[config.mk]
export PLATFORM = sky130hd
export DESIGN_NAME = priority_ready_queue_scheduler_core
export DESIGN_NICKNAME = d
export VERILOG_FILES = /design/src/hw/rtl/prq_pkg.sv /design/src/hw/rtl/prq_ctrl.sv /design/src/hw/rtl/prq_datapath.sv /design/src/hw/rtl/priority_ready_queue_scheduler_core.sv
export SDC_FILE = /design/constraint.sdc
export NUM_CORES = 2
export LEC_CHECK = 0
export BUFFER_PORTS_ARGS = -buffer_cell sky130_fd_sc_hd__clkbuf_2
export CORE_ASPECT_RATIO = 1.75
export CORE_MARGIN = 3
export CORE_UTILIZATION = 60
export CTS_BUF_LIST = sky130_fd_sc_hd__clkbuf_8
export DETAILED_ROUTE_END_ITERATION = 16
export PLACE_DENSITY = 0.8
export SLEW_MARGIN = 25
export SYNTH_ARGS = -nofsm -noshare
export SYNTH_HDL_FRONTEND = slang
export SYNTH_SLANG_ARGS = --single-unit
[constraint.sdc]
create_clock -name clk -period 6 [get_ports clk]
set_input_delay 0.6 -clock clk [delete_from_list [all_inputs] [get_ports clk]]
set_output_delay 0.6 -clock clk [all_outputs]
set_load 0.05 [all_outputs]
[src/hw/rtl/prq_pkg.sv]
`timescale 1ns / 1ps
`default_nettype none
// ----------------------------------------------------------------------------
// prq_pkg
// Shared types, codes and sizes of the priority ready-queue scheduler.
// ----------------------------------------------------------------------------
package prq_pkg;

  // Queue geometry and field widths
  localparam int MAX_TASKS = 32;
  localparam int ID_W      = 5;
  localparam int PRIO_W    = 8;
  localparam int POS_W     = $clog2(MAX_TASKS);
  localparam int LEN_W     = $clog2(MAX_TASKS + 1);
  localparam int STATUS_W  = 3;
  localparam int CMD_W     = 2;
  localparam int CSTATE_W  = 2;

  // Stream and configuration port widths
  localparam int S_TDATA_W = 40;
  localparam int M_TDATA_W = 16;
  localparam int CFG_IDX_W = 1;
  localparam int CFG_DAT_W = ID_W;

  // Command codes
  localparam logic [CMD_W-1:0] CMD_ADD    = 2'd0;
  localparam logic [CMD_W-1:0] CMD_REMOVE = 2'd1;
  localparam logic [CMD_W-1:0] CMD_SCHED  = 2'd2;

  // Result status codes
  localparam logic [STATUS_W-1:0] ST_DONE     = 3'd0;
  localparam logic [STATUS_W-1:0] ST_REFUSED  = 3'd1;
  localparam logic [STATUS_W-1:0] ST_NOTFOUND = 3'd2;
  localparam logic [STATUS_W-1:0] ST_NOSWITCH = 3'd3;
  localparam logic [STATUS_W-1:0] ST_SWITCHED = 3'd4;
  localparam logic [STATUS_W-1:0] ST_FULL     = 3'd5;

  // Current task state codes
  localparam logic [CSTATE_W-1:0] CS_RUNNING    = 2'd0;
  localparam logic [CSTATE_W-1:0] CS_TERMINATED = 2'd2;

  // Configuration register indexes
  localparam logic [CFG_IDX_W-1:0] CFG_ENABLE = 1'd0;
  localparam logic [CFG_IDX_W-1:0] CFG_IDLE   = 1'd1;

  // Controller states
  typedef enum logic [1:0] {
    S_IDLE,
    S_EXEC,
    S_REQ
  } prq_state_t;

  // Controller to datapath commands
  typedef struct packed {
    logic capture;
    logic step1;
    logic step2;
  } prq_cmd_t;

  // Datapath to controller status
  typedef struct packed {
    logic need_step2;
    logic out_busy;
  } prq_stat_t;

endpackage
`default_nettype wire

[src/hw/rtl/prq_ctrl.sv]
`timescale 1ns / 1ps
`default_nettype none
// ----------------------------------------------------------------------------
// prq_ctrl
// Sequencer: takes one command, runs its first step, and a second insert
// step for a schedule that popped the queue head.
// ----------------------------------------------------------------------------
module prq_ctrl (
  input  wire               clk,
  input  wire               rst,
  input  wire               s_tvalid,
  output logic              s_tready,
  input  prq_pkg::prq_stat_t stat,
  output prq_pkg::prq_cmd_t  cmd
);
  import prq_pkg::*;

  prq_state_t state, state_next;

  // State register
  always_ff @(posedge clk) begin
    if (rst) begin
      state <= S_IDLE;
    end else begin
      state <= state_next;
    end
  end

  // Next state and commands
  always_comb begin
    state_next  = state;
    s_tready    = 1'b0;
    cmd         = '0;
    case (state)
      S_IDLE: begin
        s_tready = 1'b1;
        if (s_tvalid) begin
          cmd.capture = 1'b1;
          state_next  = S_EXEC;
        end
      end
      S_EXEC: begin
        // hold until the result slot is free
        if (!stat.out_busy) begin
          cmd.step1  = 1'b1;
          state_next = stat.need_step2 ? S_REQ : S_IDLE;
        end
      end
      S_REQ: begin
        cmd.step2  = 1'b1;
        state_next = S_IDLE;
      end
      default: begin
        state_next = S_IDLE;
      end
    endcase
  end

  // Checks
  a_steps_apart: assert property (@(posedge clk) disable iff (rst)
    !(cmd.step1 && cmd.step2))
    else $error("both steps issued in one cycle");

  a_req_returns: assert property (@(posedge clk) disable iff (rst)
    (state == S_REQ) |=> (state == S_IDLE))
    else $error("second step did not return to idle");

  a_step1_slot_free: assert property (@(posedge clk) disable iff (rst)
    cmd.step1 |-> !stat.out_busy)
    else $error("first step issued while result slot busy");

endmodule
`default_nettype wire

[src/hw/rtl/prq_datapath.sv]
`timescale 1ns / 1ps
`default_nettype none
// ----------------------------------------------------------------------------
// prq_datapath
// Sorted ready queue in registers with one shared insert/shift unit and
// one delete/shift unit, the command register, config and result register.
// ----------------------------------------------------------------------------
module prq_datapath (
  input  wire                                clk,
  input  wire                                rst,
  input  prq_pkg::prq_cmd_t                  cmd,
  output prq_pkg::prq_stat_t                 stat,
  input  wire  [prq_pkg::S_TDATA_W-1:0]      s_tdata,
  input  wire  [prq_pkg::CMD_W-1:0]          s_tuser,
  output logic                               m_tvalid,
  input  wire                                m_tready,
  output logic [prq_pkg::M_TDATA_W-1:0]      m_tdata,
  output logic [prq_pkg::STATUS_W-1:0]       m_tuser,
  input  wire                                cfg_we,
  input  wire  [prq_pkg::CFG_IDX_W-1:0]      cfg_index,
  input  wire  [prq_pkg::CFG_DAT_W-1:0]      cfg_data
);
  import prq_pkg::*;

  // Queue storage
  logic [ID_W-1:0]   q_ids   [MAX_TASKS];
  logic [PRIO_W-1:0] q_prios [MAX_TASKS];
  logic [LEN_W-1:0]  q_len;

  // Config registers
  logic            cfg_enable;
  logic [ID_W-1:0] cfg_idle;

  // Command register
  logic [CMD_W-1:0]    in_cmd;
  logic [ID_W-1:0]     in_id;
  logic [PRIO_W-1:0]   in_prio;
  logic                in_running;
  logic                in_cur_valid;
  logic [ID_W-1:0]     in_cur_id;
  logic [PRIO_W-1:0]   in_cur_prio;
  logic                in_cur_kernel;
  logic [CSTATE_W-1:0] in_cur_state;
  logic                in_irq;
  logic                in_irq_user;
  logic                in_preempt_ok;

  // Pending reinsert for the second step
  logic              s2_do, s2_do_next;
  logic [ID_W-1:0]   s2_id, s2_id_next;
  logic [PRIO_W-1:0] s2_prio, s2_prio_next;

  // Result register
  logic [STATUS_W-1:0] out_status;
  logic [ID_W-1:0]     out_next_id;
  logic [LEN_W-1:0]    out_count;

  // Shared unit controls
  logic              ins_en, del_en;
  logic [ID_W-1:0]   sel_id;
  logic [PRIO_W-1:0] sel_prio;
  logic [POS_W-1:0]  del_pos;
  logic [LEN_W-1:0]  len_next;
  logic [STATUS_W-1:0] res_status;
  logic [ID_W-1:0]     res_next_id;

  // Search results
  logic [MAX_TASKS-1:0] valid, match, le, le_prev;
  logic                 found;
  logic [POS_W-1:0]     found_pos;

  // Schedule decode
  logic terminated, no_switch, keep_head;

  logic [ID_W-1:0]   qn_ids   [MAX_TASKS];
  logic [PRIO_W-1:0] qn_prios [MAX_TASKS];
  logic [ID_W-1:0]   up_ids   [MAX_TASKS];
  logic [PRIO_W-1:0] up_prios [MAX_TASKS];
  logic [ID_W-1:0]   dn_ids   [MAX_TASKS];
  logic [PRIO_W-1:0] dn_prios [MAX_TASKS];

  // Capture the command on transfer
  always_ff @(posedge clk) begin
    if (cmd.capture) begin
      in_cmd        <= s_tuser;
      in_id         <= s_tdata[4:0];
      in_prio       <= s_tdata[12:5];
      in_running    <= s_tdata[13];
      in_cur_valid  <= s_tdata[14];
      in_cur_id     <= s_tdata[19:15];
      in_cur_prio   <= s_tdata[27:20];
      in_cur_kernel <= s_tdata[28];
      in_cur_state  <= s_tdata[30:29];
      in_irq        <= s_tdata[31];
      in_irq_user   <= s_tdata[32];
      in_preempt_ok <= s_tdata[33];
    end
  end

  // Config writes
  always_ff @(posedge clk) begin
    if (rst) begin
      cfg_enable <= 1'b0;
      cfg_idle   <= '0;
    end else if (cfg_we) begin
      case (cfg_index)
        CFG_ENABLE: cfg_enable <= cfg_data[0];
        CFG_IDLE:   cfg_idle   <= cfg_data;
        default:    ;
      endcase
    end
  end

  // Select the key for search and insert
  assign sel_id   = cmd.step2 ? s2_id   : in_id;
  assign sel_prio = cmd.step2 ? s2_prio : in_prio;

  // Compare every entry in parallel
  always_comb begin
    for (int i = 0; i < MAX_TASKS; i++) begin
      valid[i] = (LEN_W'(i) < q_len);
      match[i] = valid[i] && (q_ids[i] == sel_id);
      le[i]    = valid[i] && (q_prios[i] <= sel_prio);
    end
    le_prev[0] = 1'b1;
    for (int i = 1; i < MAX_TASKS; i++) begin
      le_prev[i] = le[i-1];
    end
  end

  // Find the first matching entry
  always_comb begin
    found_pos = '0;
    for (int i = MAX_TASKS - 1; i >= 0; i--) begin
      if (match[i]) begin
        found_pos = POS_W'(i);
      end
    end
  end
  assign found = |match;

  // Schedule gating
  assign terminated = (in_cur_state == CS_TERMINATED);
  assign no_switch  = !cfg_enable || (q_len == '0) || !in_cur_valid ||
                      (in_irq && !in_irq_user && (in_cur_id != '0) &&
                       !terminated && !in_preempt_ok);
  assign keep_head  = (q_ids[0] == in_cur_id) ||
                      (!in_cur_kernel && !terminated && (q_ids[0] == cfg_idle));

  // Status to the controller
  always_comb begin
    stat.need_step2 = (in_cmd == CMD_SCHED) && !no_switch;
    stat.out_busy   = m_tvalid && !m_tready;
  end

  // Decide the operation of each step
  always_comb begin
    ins_en       = 1'b0;
    del_en       = 1'b0;
    del_pos      = found_pos;
    res_status   = ST_REFUSED;
    res_next_id  = '0;
    s2_do_next   = s2_do;
    s2_id_next   = s2_id;
    s2_prio_next = s2_prio;
    if (cmd.step1) begin
      case (in_cmd)
        CMD_ADD: begin
          if (in_running || found) begin
            res_status = ST_REFUSED;
          end else if (q_len == LEN_W'(MAX_TASKS)) begin
            res_status = ST_FULL;
          end else begin
            ins_en     = 1'b1;
            res_status = ST_DONE;
          end
        end
        CMD_REMOVE: begin
          if (found) begin
            del_en     = 1'b1;
            res_status = ST_DONE;
          end else begin
            res_status = ST_NOTFOUND;
          end
        end
        CMD_SCHED: begin
          if (no_switch) begin
            res_status = ST_NOSWITCH;
          end else begin
            // pop the head, queue the reinsert for the next step
            del_en  = 1'b1;
            del_pos = '0;
            if (keep_head) begin
              res_status   = ST_NOSWITCH;
              s2_do_next   = 1'b1;
              s2_id_next   = q_ids[0];
              s2_prio_next = q_prios[0];
            end else begin
              res_status   = ST_SWITCHED;
              res_next_id  = q_ids[0];
              s2_do_next   = (in_cur_state == CS_RUNNING);
              s2_id_next   = in_cur_id;
              s2_prio_next = in_cur_prio;
            end
          end
        end
        default: begin
          res_status = ST_REFUSED;
        end
      endcase
    end else if (cmd.step2) begin
      // skip the requeue when the id is already queued
      ins_en     = s2_do && !found && (q_len != LEN_W'(MAX_TASKS));
      s2_do_next = 1'b0;
    end
  end

  // Neighbor views for shifting
  always_comb begin
    up_ids[0]   = sel_id;
    up_prios[0] = sel_prio;
    for (int i = 1; i < MAX_TASKS; i++) begin
      up_ids[i]   = q_ids[i-1];
      up_prios[i] = q_prios[i-1];
    end
    for (int i = 0; i < MAX_TASKS - 1; i++) begin
      dn_ids[i]   = q_ids[i+1];
      dn_prios[i] = q_prios[i+1];
    end
    dn_ids[MAX_TASKS-1]   = q_ids[MAX_TASKS-1];
    dn_prios[MAX_TASKS-1] = q_prios[MAX_TASKS-1];
  end

  // Insert after equal or lower values, or close the gap of a delete
  always_comb begin
    for (int i = 0; i < MAX_TASKS; i++) begin
      qn_ids[i]   = q_ids[i];
      qn_prios[i] = q_prios[i];
      if (ins_en && !le[i]) begin
        if (le_prev[i]) begin
          qn_ids[i]   = sel_id;
          qn_prios[i] = sel_prio;
        end else begin
          qn_ids[i]   = up_ids[i];
          qn_prios[i] = up_prios[i];
        end
      end else if (del_en && (POS_W'(i) >= del_pos)) begin
        qn_ids[i]   = dn_ids[i];
        qn_prios[i] = dn_prios[i];
      end
    end
  end

  always_comb begin
    len_next = q_len;
    if (ins_en) begin
      len_next = q_len + LEN_W'(1);
    end else if (del_en) begin
      len_next = q_len - LEN_W'(1);
    end
  end

  // Queue entries
  always_ff @(posedge clk) begin
    for (int i = 0; i < MAX_TASKS; i++) begin
      q_ids[i]   <= qn_ids[i];
      q_prios[i] <= qn_prios[i];
    end
    s2_id   <= s2_id_next;
    s2_prio <= s2_prio_next;
  end

  // Queue length and pending reinsert flag
  always_ff @(posedge clk) begin
    if (rst) begin
      q_len <= '0;
      s2_do <= 1'b0;
    end else begin
      q_len <= len_next;
      s2_do <= s2_do_next;
    end
  end

  // Result payload
  always_ff @(posedge clk) begin
    if (cmd.step1) begin
      out_status  <= res_status;
      out_next_id <= res_next_id;
    end
    if (cmd.step1 || cmd.step2) begin
      out_count <= len_next;
    end
  end

  // Result valid
  always_ff @(posedge clk) begin
    if (rst) begin
      m_tvalid <= 1'b0;
    end else if (cmd.step2 || (cmd.step1 && !stat.need_step2)) begin
      m_tvalid <= 1'b1;
    end else if (m_tready) begin
      m_tvalid <= 1'b0;
    end
  end

  assign m_tuser = out_status;
  assign m_tdata = {{(M_TDATA_W - ID_W - LEN_W){1'b0}}, out_count, out_next_id};

  // Checks
  a_len_bound: assert property (@(posedge clk) disable iff (rst)
    q_len <= LEN_W'(MAX_TASKS))
    else $error("queue length beyond capacity");

  a_ins_grows: assert property (@(posedge clk) disable iff (rst)
    ins_en |=> (q_len == $past(q_len) + LEN_W'(1)))
    else $error("insert did not grow the queue");

  a_step2_delivers: assert property (@(posedge clk) disable iff (rst)
    cmd.step2 |=> m_tvalid)
    else $error("second step left no result");

  a_ops_exclusive: assert property (@(posedge clk) disable iff (rst)
    !(ins_en && del_en))
    else $error("insert and delete in one cycle");

endmodule
`default_nettype wire

[src/hw/rtl/priority_ready_queue_scheduler_core.sv]
`timescale 1ns / 1ps
`default_nettype none
// A result is registered by the first step for add, remove and a schedule
//   gated off before the pop, and by the second step for a schedule that
//   pops the head. A result still held at the output delays the next one.
// A new command is taken only once the previous one is through: the capture
//   plus one step, or two steps when the head is popped.
// Reset (synchronous): queue empty, enable 0, idle id 0, no result pending.
// ----------------------------------------------------------------------------
// priority_ready_queue_scheduler_core
// Ready queue of task ids sorted by priority with add, remove and schedule.
// ----------------------------------------------------------------------------
module priority_ready_queue_scheduler_core (
  input  wire                           clk,
  input  wire                           rst,
  // task_id, priority_req, already_running, cur_valid, cur_task_id, cur_priority,
  // cur_is_kernel, cur_state, from_irq, irq_from_user, cur_preempt_ok
  input  wire  [prq_pkg::S_TDATA_W-1:0] s_tdata,
  // cmd
  input  wire  [prq_pkg::CMD_W-1:0]     s_tuser,
  input  wire                           s_tvalid,
  output logic                          s_tready,
  // next_task_id, queue_count
  output logic [prq_pkg::M_TDATA_W-1:0] m_tdata,
  // status
  output logic [prq_pkg::STATUS_W-1:0]  m_tuser,
  output logic                          m_tvalid,
  input  wire                           m_tready,
  input  wire                           cfg_we,
  input  wire  [prq_pkg::CFG_IDX_W-1:0] cfg_index,
  input  wire  [prq_pkg::CFG_DAT_W-1:0] cfg_data
);
  import prq_pkg::*;

  prq_cmd_t  cmd;
  prq_stat_t stat;

  // Sequencer
  prq_ctrl u_ctrl (
    .clk      (clk),
    .rst      (rst),
    .s_tvalid (s_tvalid),
    .s_tready (s_tready),
    .stat     (stat),
    .cmd      (cmd)
  );

  // Queue and result datapath
  prq_datapath u_datapath (
    .clk       (clk),
    .rst       (rst),
    .cmd       (cmd),
    .stat      (stat),
    .s_tdata   (s_tdata),
    .s_tuser   (s_tuser),
    .m_tvalid  (m_tvalid),
    .m_tready  (m_tready),
    .m_tdata   (m_tdata),
    .m_tuser   (m_tuser),
    .cfg_we    (cfg_we),
    .cfg_index (cfg_index),
    .cfg_data  (cfg_data)
  );

endmodule
`default_nettype wire

# ---- After elaboration in Yosys (flattened, before gate mapping)
# Memories as Yosys holds them, arrays and structs flattened.
# Index checks and enable logic that the tools add are counted.
dict set report word_totals {
  ramBits 416
  mem_count 2
  ff_bits 79
  output_inout_bits 21
}
dict set report classes {
  addsub 2
  n_bitwise 3
  n_reduce_logical 201
  eq_ne 45
  mux 261
  magnitude_cmp 95
}
# name depth word_bits read_ports rd_clocked_by_memory_dff wr line_no
set mem_list {}
lappend mem_list {u_datapath.q_prios 32 8 32 0 32 prq_datapath.sv:27} ;# logic [PRIO_W-1:0] q_prios [MAX_TASKS];
lappend mem_list {u_datapath.q_ids 32 5 32 0 32 prq_datapath.sv:26} ;# logic [ID_W-1:0] q_ids [MAX_TASKS];
# op count
set ops {}
lappend ops {{$mux 8} 96}
lappend ops {{$mux 5} 131}
lappend ops {{$le 8x8->1} 32}
lappend ops {{$eq 5x5->1} 34}
lappend ops {{$logic_and 1x1->1} 138}
lappend ops {{$lt 5x6->1 const A} 16}
lappend ops {{$ge 5x5->1 const A} 15}
lappend ops {{$lt 4x6->1 const A} 8}
lappend ops {{$logic_not 1->1} 42}
lappend ops {{$ge 4x5->1 const A} 8}
lappend ops {{$reduce_or 32->1} 1}
lappend ops {{$lt 3x6->1 const A} 4}
lappend ops {{$mux 1} 21}
lappend ops {{$ge 3x5->1 const A} 4}
lappend ops {{$lt 1x6->1 const A} 2}
lappend ops {{$lt 2x6->1 const A} 2}
lappend ops {{$mux 3} 4}
lappend ops {{$mux 6} 2}
lappend ops {{$ge 1x5->1 const A} 2}
lappend ops {{$ge 2x5->1 const A} 2}
lappend ops {{$pmux 3 s3} 1}
lappend ops {{$mux 2} 4}
lappend ops {{$ne 2x2->1 const B} 4}
lappend ops {{$logic_or 1x1->1} 7}
lappend ops {{16 further kinds} 27}

# ---- Longest topological paths before layout
dict set report logic_depth {
  ltp_word 44
  mapped_depth 22
  ltp_nobuf 14
}

# ---- Cells and area by module
# Synthesis repeated with hierarchy kept, for this count alone.
dict set report hier_totals {
  cells_unflattened 3601
  hier_area_um2 32788.9
}
# module instances area_per_inst_um2 cells_each seq_area_each_um2
set by_module_without_submodules {}
lappend by_module_without_submodules {prq_datapath 1 32693.9 3592 14664.1}
lappend by_module_without_submodules {prq_ctrl 1 95.1 9 40.0}

# ---- Worst setup path after synthesis
# Ideal clock, no wire load.
dict set report synth_path {
  path_type {register -> register}
  from {reg u_ctrl.state[1] (netlist name)}
  to {mem u_datapath.q_ids[22][0], in the netlist u_datapath.q_ids[1][30], enable pin}
  setup_time_ps 495
  slack_ps 171
  required_time_ps 5505
  synth_period_minus_slack_ps 5829
  arrival_time_ps 5333
  path_stages_with_launch 18
  n_path_buf 7
  cell_sequence {dfxtp_1 nor2b_1 buf_2 buf_2 buf_2 buf_1 mux2i_1 clkbuf_1 ha_1 a21o_1 a211o_1 a21oi_1 o21ai_0 a21oi_1 nand2b_1 buf_2 buf_2 o311ai_0}
}
# element line_no
set synth_rtl {}
lappend synth_rtl {{end: declaration} prq_datapath.sv:26}

==> impl_metrics.tcl <==
set metrics [dict create \
    final-max-slew-violation-count 0 \
    cts_tree "built" \
    status "finished, final reports clean" \
    layout.cells.most_common_list "nand2_1, o21ai_0, edfxtp_1" \
    antenna_found_initial 2 \
    final_nets 4110 \
    hpwl_um 75000 \
    cts.path.max_buffers 3 \
    max-vdd-ir-drop_v 0.000224 \
    clk_latency_ns 0.69 \
    core_area_um2 57200 \
    die_area_um2 60900 \
    drt_wl_total_um 101000 \
    cts_root_buf "clkbuf_8" \
    overflow 0 \
    clock_sinks 495 \
    die_h_um 324 \
    cts_buffers 74 \
    postLayoutCellArea_um2 37700 \
    cts.clk_slew.worst_paths_ns 0.08 \
    fin_crit_ns 5.50 \
    synth_edf_count 479 \
    setup_viol_count_final 0 \
    power_leakage_nw 14.8 \
    powerDensity_nw_per_um2 193 \
    grt_usage_pct 32.5 \
    io_buffers 62 \
    ys.flop_type "edfxtp_1" \
    place.gp.congestion 1.07 \
    ys_seq_elements 495 \
    cts_setup_buffers 0 \
    crit_required_ns 6.39 \
    fmaxAchievable_ghz 0.182 \
    grt_pass1_vias 29655 \
    tightest_slew_ns 1.11 \
    cts_max_level 3 \
    grt_first_pass_wirelength_um 158000 \
    vias 29538 \
    cp.arrival_ns 5.89 \
    tns_ns 0 \
    post_drt_wl_per_cell_um 21.9 \
    synth_cells 3746 \
    syn_to_final_growth_pct 8.65 \
    drtIter0Drc 2551 \
    netlist_area_um2 34700 \
    slew_headroom_pct 25.9 \
    ys_seq_area_share_pct 42.3 \
    ant_nets 0 \
    crit_fanout 15 \
    io_pins 74 \
    regArea_um2 14700 \
    ys_types 89 \
    dp.cells 4484 \
    vias_per_cell 6.40 \
    multi_input_area_um2 18900 \
    rows 116 \
    dieWidth_um 188 \
    cp-end-kind "flop" \
    fillCellCount 4558 \
    ctsHoldBuffers 0 \
    dr.pass1.iters 8 \
    initial_core_util_pct 60.7 \
    placedInstanceArea_um2 36300 \
    finalHoldViolCount 0 \
    instances_no_fill 4617 \
    yosys_warnings 0 \
    layout_commonest_cell "nand2_1" \
    clock_skew_ns 0.0414 \
    drive_gt1_share_pct 10.9 \
    synthArstFlopShare_pct 0 \
    cts-resized-gates 0 \
    worst_setup_path_start_kind "flop" \
    worstHoldPathType "input pin to flop" \
    finalCritPeriodShare_pct 91.6 \
    rsz0062_at_grt "false" \
    avgSynthCellArea_um2 9.27 \
    maxCapViolCount 0 \
    path_class "flop to flop" \
    grt_max_degree 40 \
    drcViolationCount 0 \
]
==> registers in the layout (all words and copies together), names as in the netlist, 2 cells and up <==
name and cells:
u_datapath.in_prio 8, u_datapath.s2_prio 8, u_datapath.m_tuser 3, u_datapath.s2_id 5, u_datapath.in_id 5, u_datapath.q_len 6, u_datapath.out_count 6, u_datapath.in_cur_prio 8
u_datapath.out_next_id 5, u_datapath.q_prios 256, u_datapath.in_cmd 2, u_datapath.q_ids 160, u_datapath.in_cur_id 5, u_datapath.in_cur_state 2, u_ctrl.state 2, u_datapath.cfg_idle 5
==> power by group <==
group	switching, mW	leakage, nW	internal, mW
Clock	1.40	0.776	1.32
Combinational	0.426	9.51	0.258
Sequential	0.0557	4.48	3.82
==> final cells by class <==
type	count	area share (%)
inverter	64	0.637
sequential	495	39.0
clock buffer	79	2.88
tap	767	2.54
antenna	1	0.00663
multi-input combinational	2939	50.0
timing repair buffer	219	4.18
clock inverter	53	0.812
==> worst paths after layout <==
check / start / cells after the start / slack, ns / end
setup / recovery: u_datapath.in_id[1]$_DFFE_PP_ / 12 / 0.50 / u_datapath.q_prios[0][82]$_DFFE_PP_
hold / removal: s_tdata[25] / 1 / 0.09 / u_datapath.in_cur_prio[5]$_DFFE_PP_
setup reg to reg: u_datapath.in_id[1]$_DFFE_PP_ / 12 / 0.50 / u_datapath.q_prios[0][82]$_DFFE_PP_
hold reg to reg: u_datapath.cfg_idle[1]$_SDFFE_PP0P_ / 2 / 0.48 / u_datapath.cfg_idle[1]$_SDFFE_PP0P_
==> Yosys cell counts, drive strengths merged, types with 10 or more instances <==
| cell type | count | area [µm²] |
|---|---|---|
| a211o | 16 | 140 |
| nand3 | 70 | 360 |
| a21oi | 267 | 1350 |
| and2 | 11 | 68.8 |
| o211ai | 14 | 105 |
| inv | 63 | 236 |
| mux2 | 107 | 1210 |
| nor3 | 32 | 171 |
| o21ai | 624 | 3130 |
| nand2 | 601 | 2270 |
| a211oi | 11 | 82.6 |
| nand4 | 31 | 200 |
| buf | 92 | 552 |
| dfxtp | 16 | 320 |
| o21a | 24 | 180 |
| nor2 | 223 | 837 |
| or3 | 16 | 100 |
| a21o | 54 | 405 |
| mux2i | 69 | 703 |
| or2 | 11 | 68.8 |
| o22ai | 12 | 75.1 |
| edfxtp | 479 | 14400 |
| a31oi | 15 | 93.8 |
| nor2b | 43 | 269 |
| nor4 | 46 | 349 |
| nand2b | 40 | 258 |
| xnor2 | 89 | 780 |
| ha | 264 | 3300 |
| clkbuf | 160 | 601 |
| xor2 | 142 | 1240 |
| a2111oi | 10 | 87.6 |
==> metal layers <==
| metal | GRT usage (%) | part of all wire [%] |
|---|---|---|
| met5 | 0 | 0.011 |
| met2 | 58.5 | 51 |
| met1 | 33.6 | 34 |
| met3 | 5.01 | 6.6 |
| met4 | 26.1 | 8.6 |
==> critical path: stages, from the launching register on <==
cell	delay, ns
edfxtp_1	1.09
buf_4	0.38
xor2_1	0.11
nor4_1	0.39
mux2i_1	0.16
nor3_1	0.82
nor3_1	0.14
o31ai_1	0.19
a221oi_1	0.23
or3_1	0.49
nor2_1	0.70
o311ai_2	0.22
buf_4	0.25
==> cell families after synthesis <==
group                      synth area share [%]
buffers and inverters                      4.01
DFF                                        42.3
muxes                                      5.51
xor gates and xnor gates                   5.83
AOI/OAI and AO/OA                          17.8
and+or+nand+nor                            15.0
other                                    0.0108
adders and majority gates                  9.51
==> per-stage QoR <==
step           hold slack [ns]  utilization [%]  power (mW)  setup WS, ns
2_1_floorplan            0.448                -        4.39         0.171
3_3_place_gp             0.455             63.5        4.59         0.939
3_5_place_dp             0.471             63.5        4.62         0.817
4_1_cts                 0.0485             66.0        7.31         0.779
5_1_grt                 0.0611             66.0        7.52         0.609
6_report                0.0937             66.0        7.28         0.505
Power figures use the tool's default switching activity.
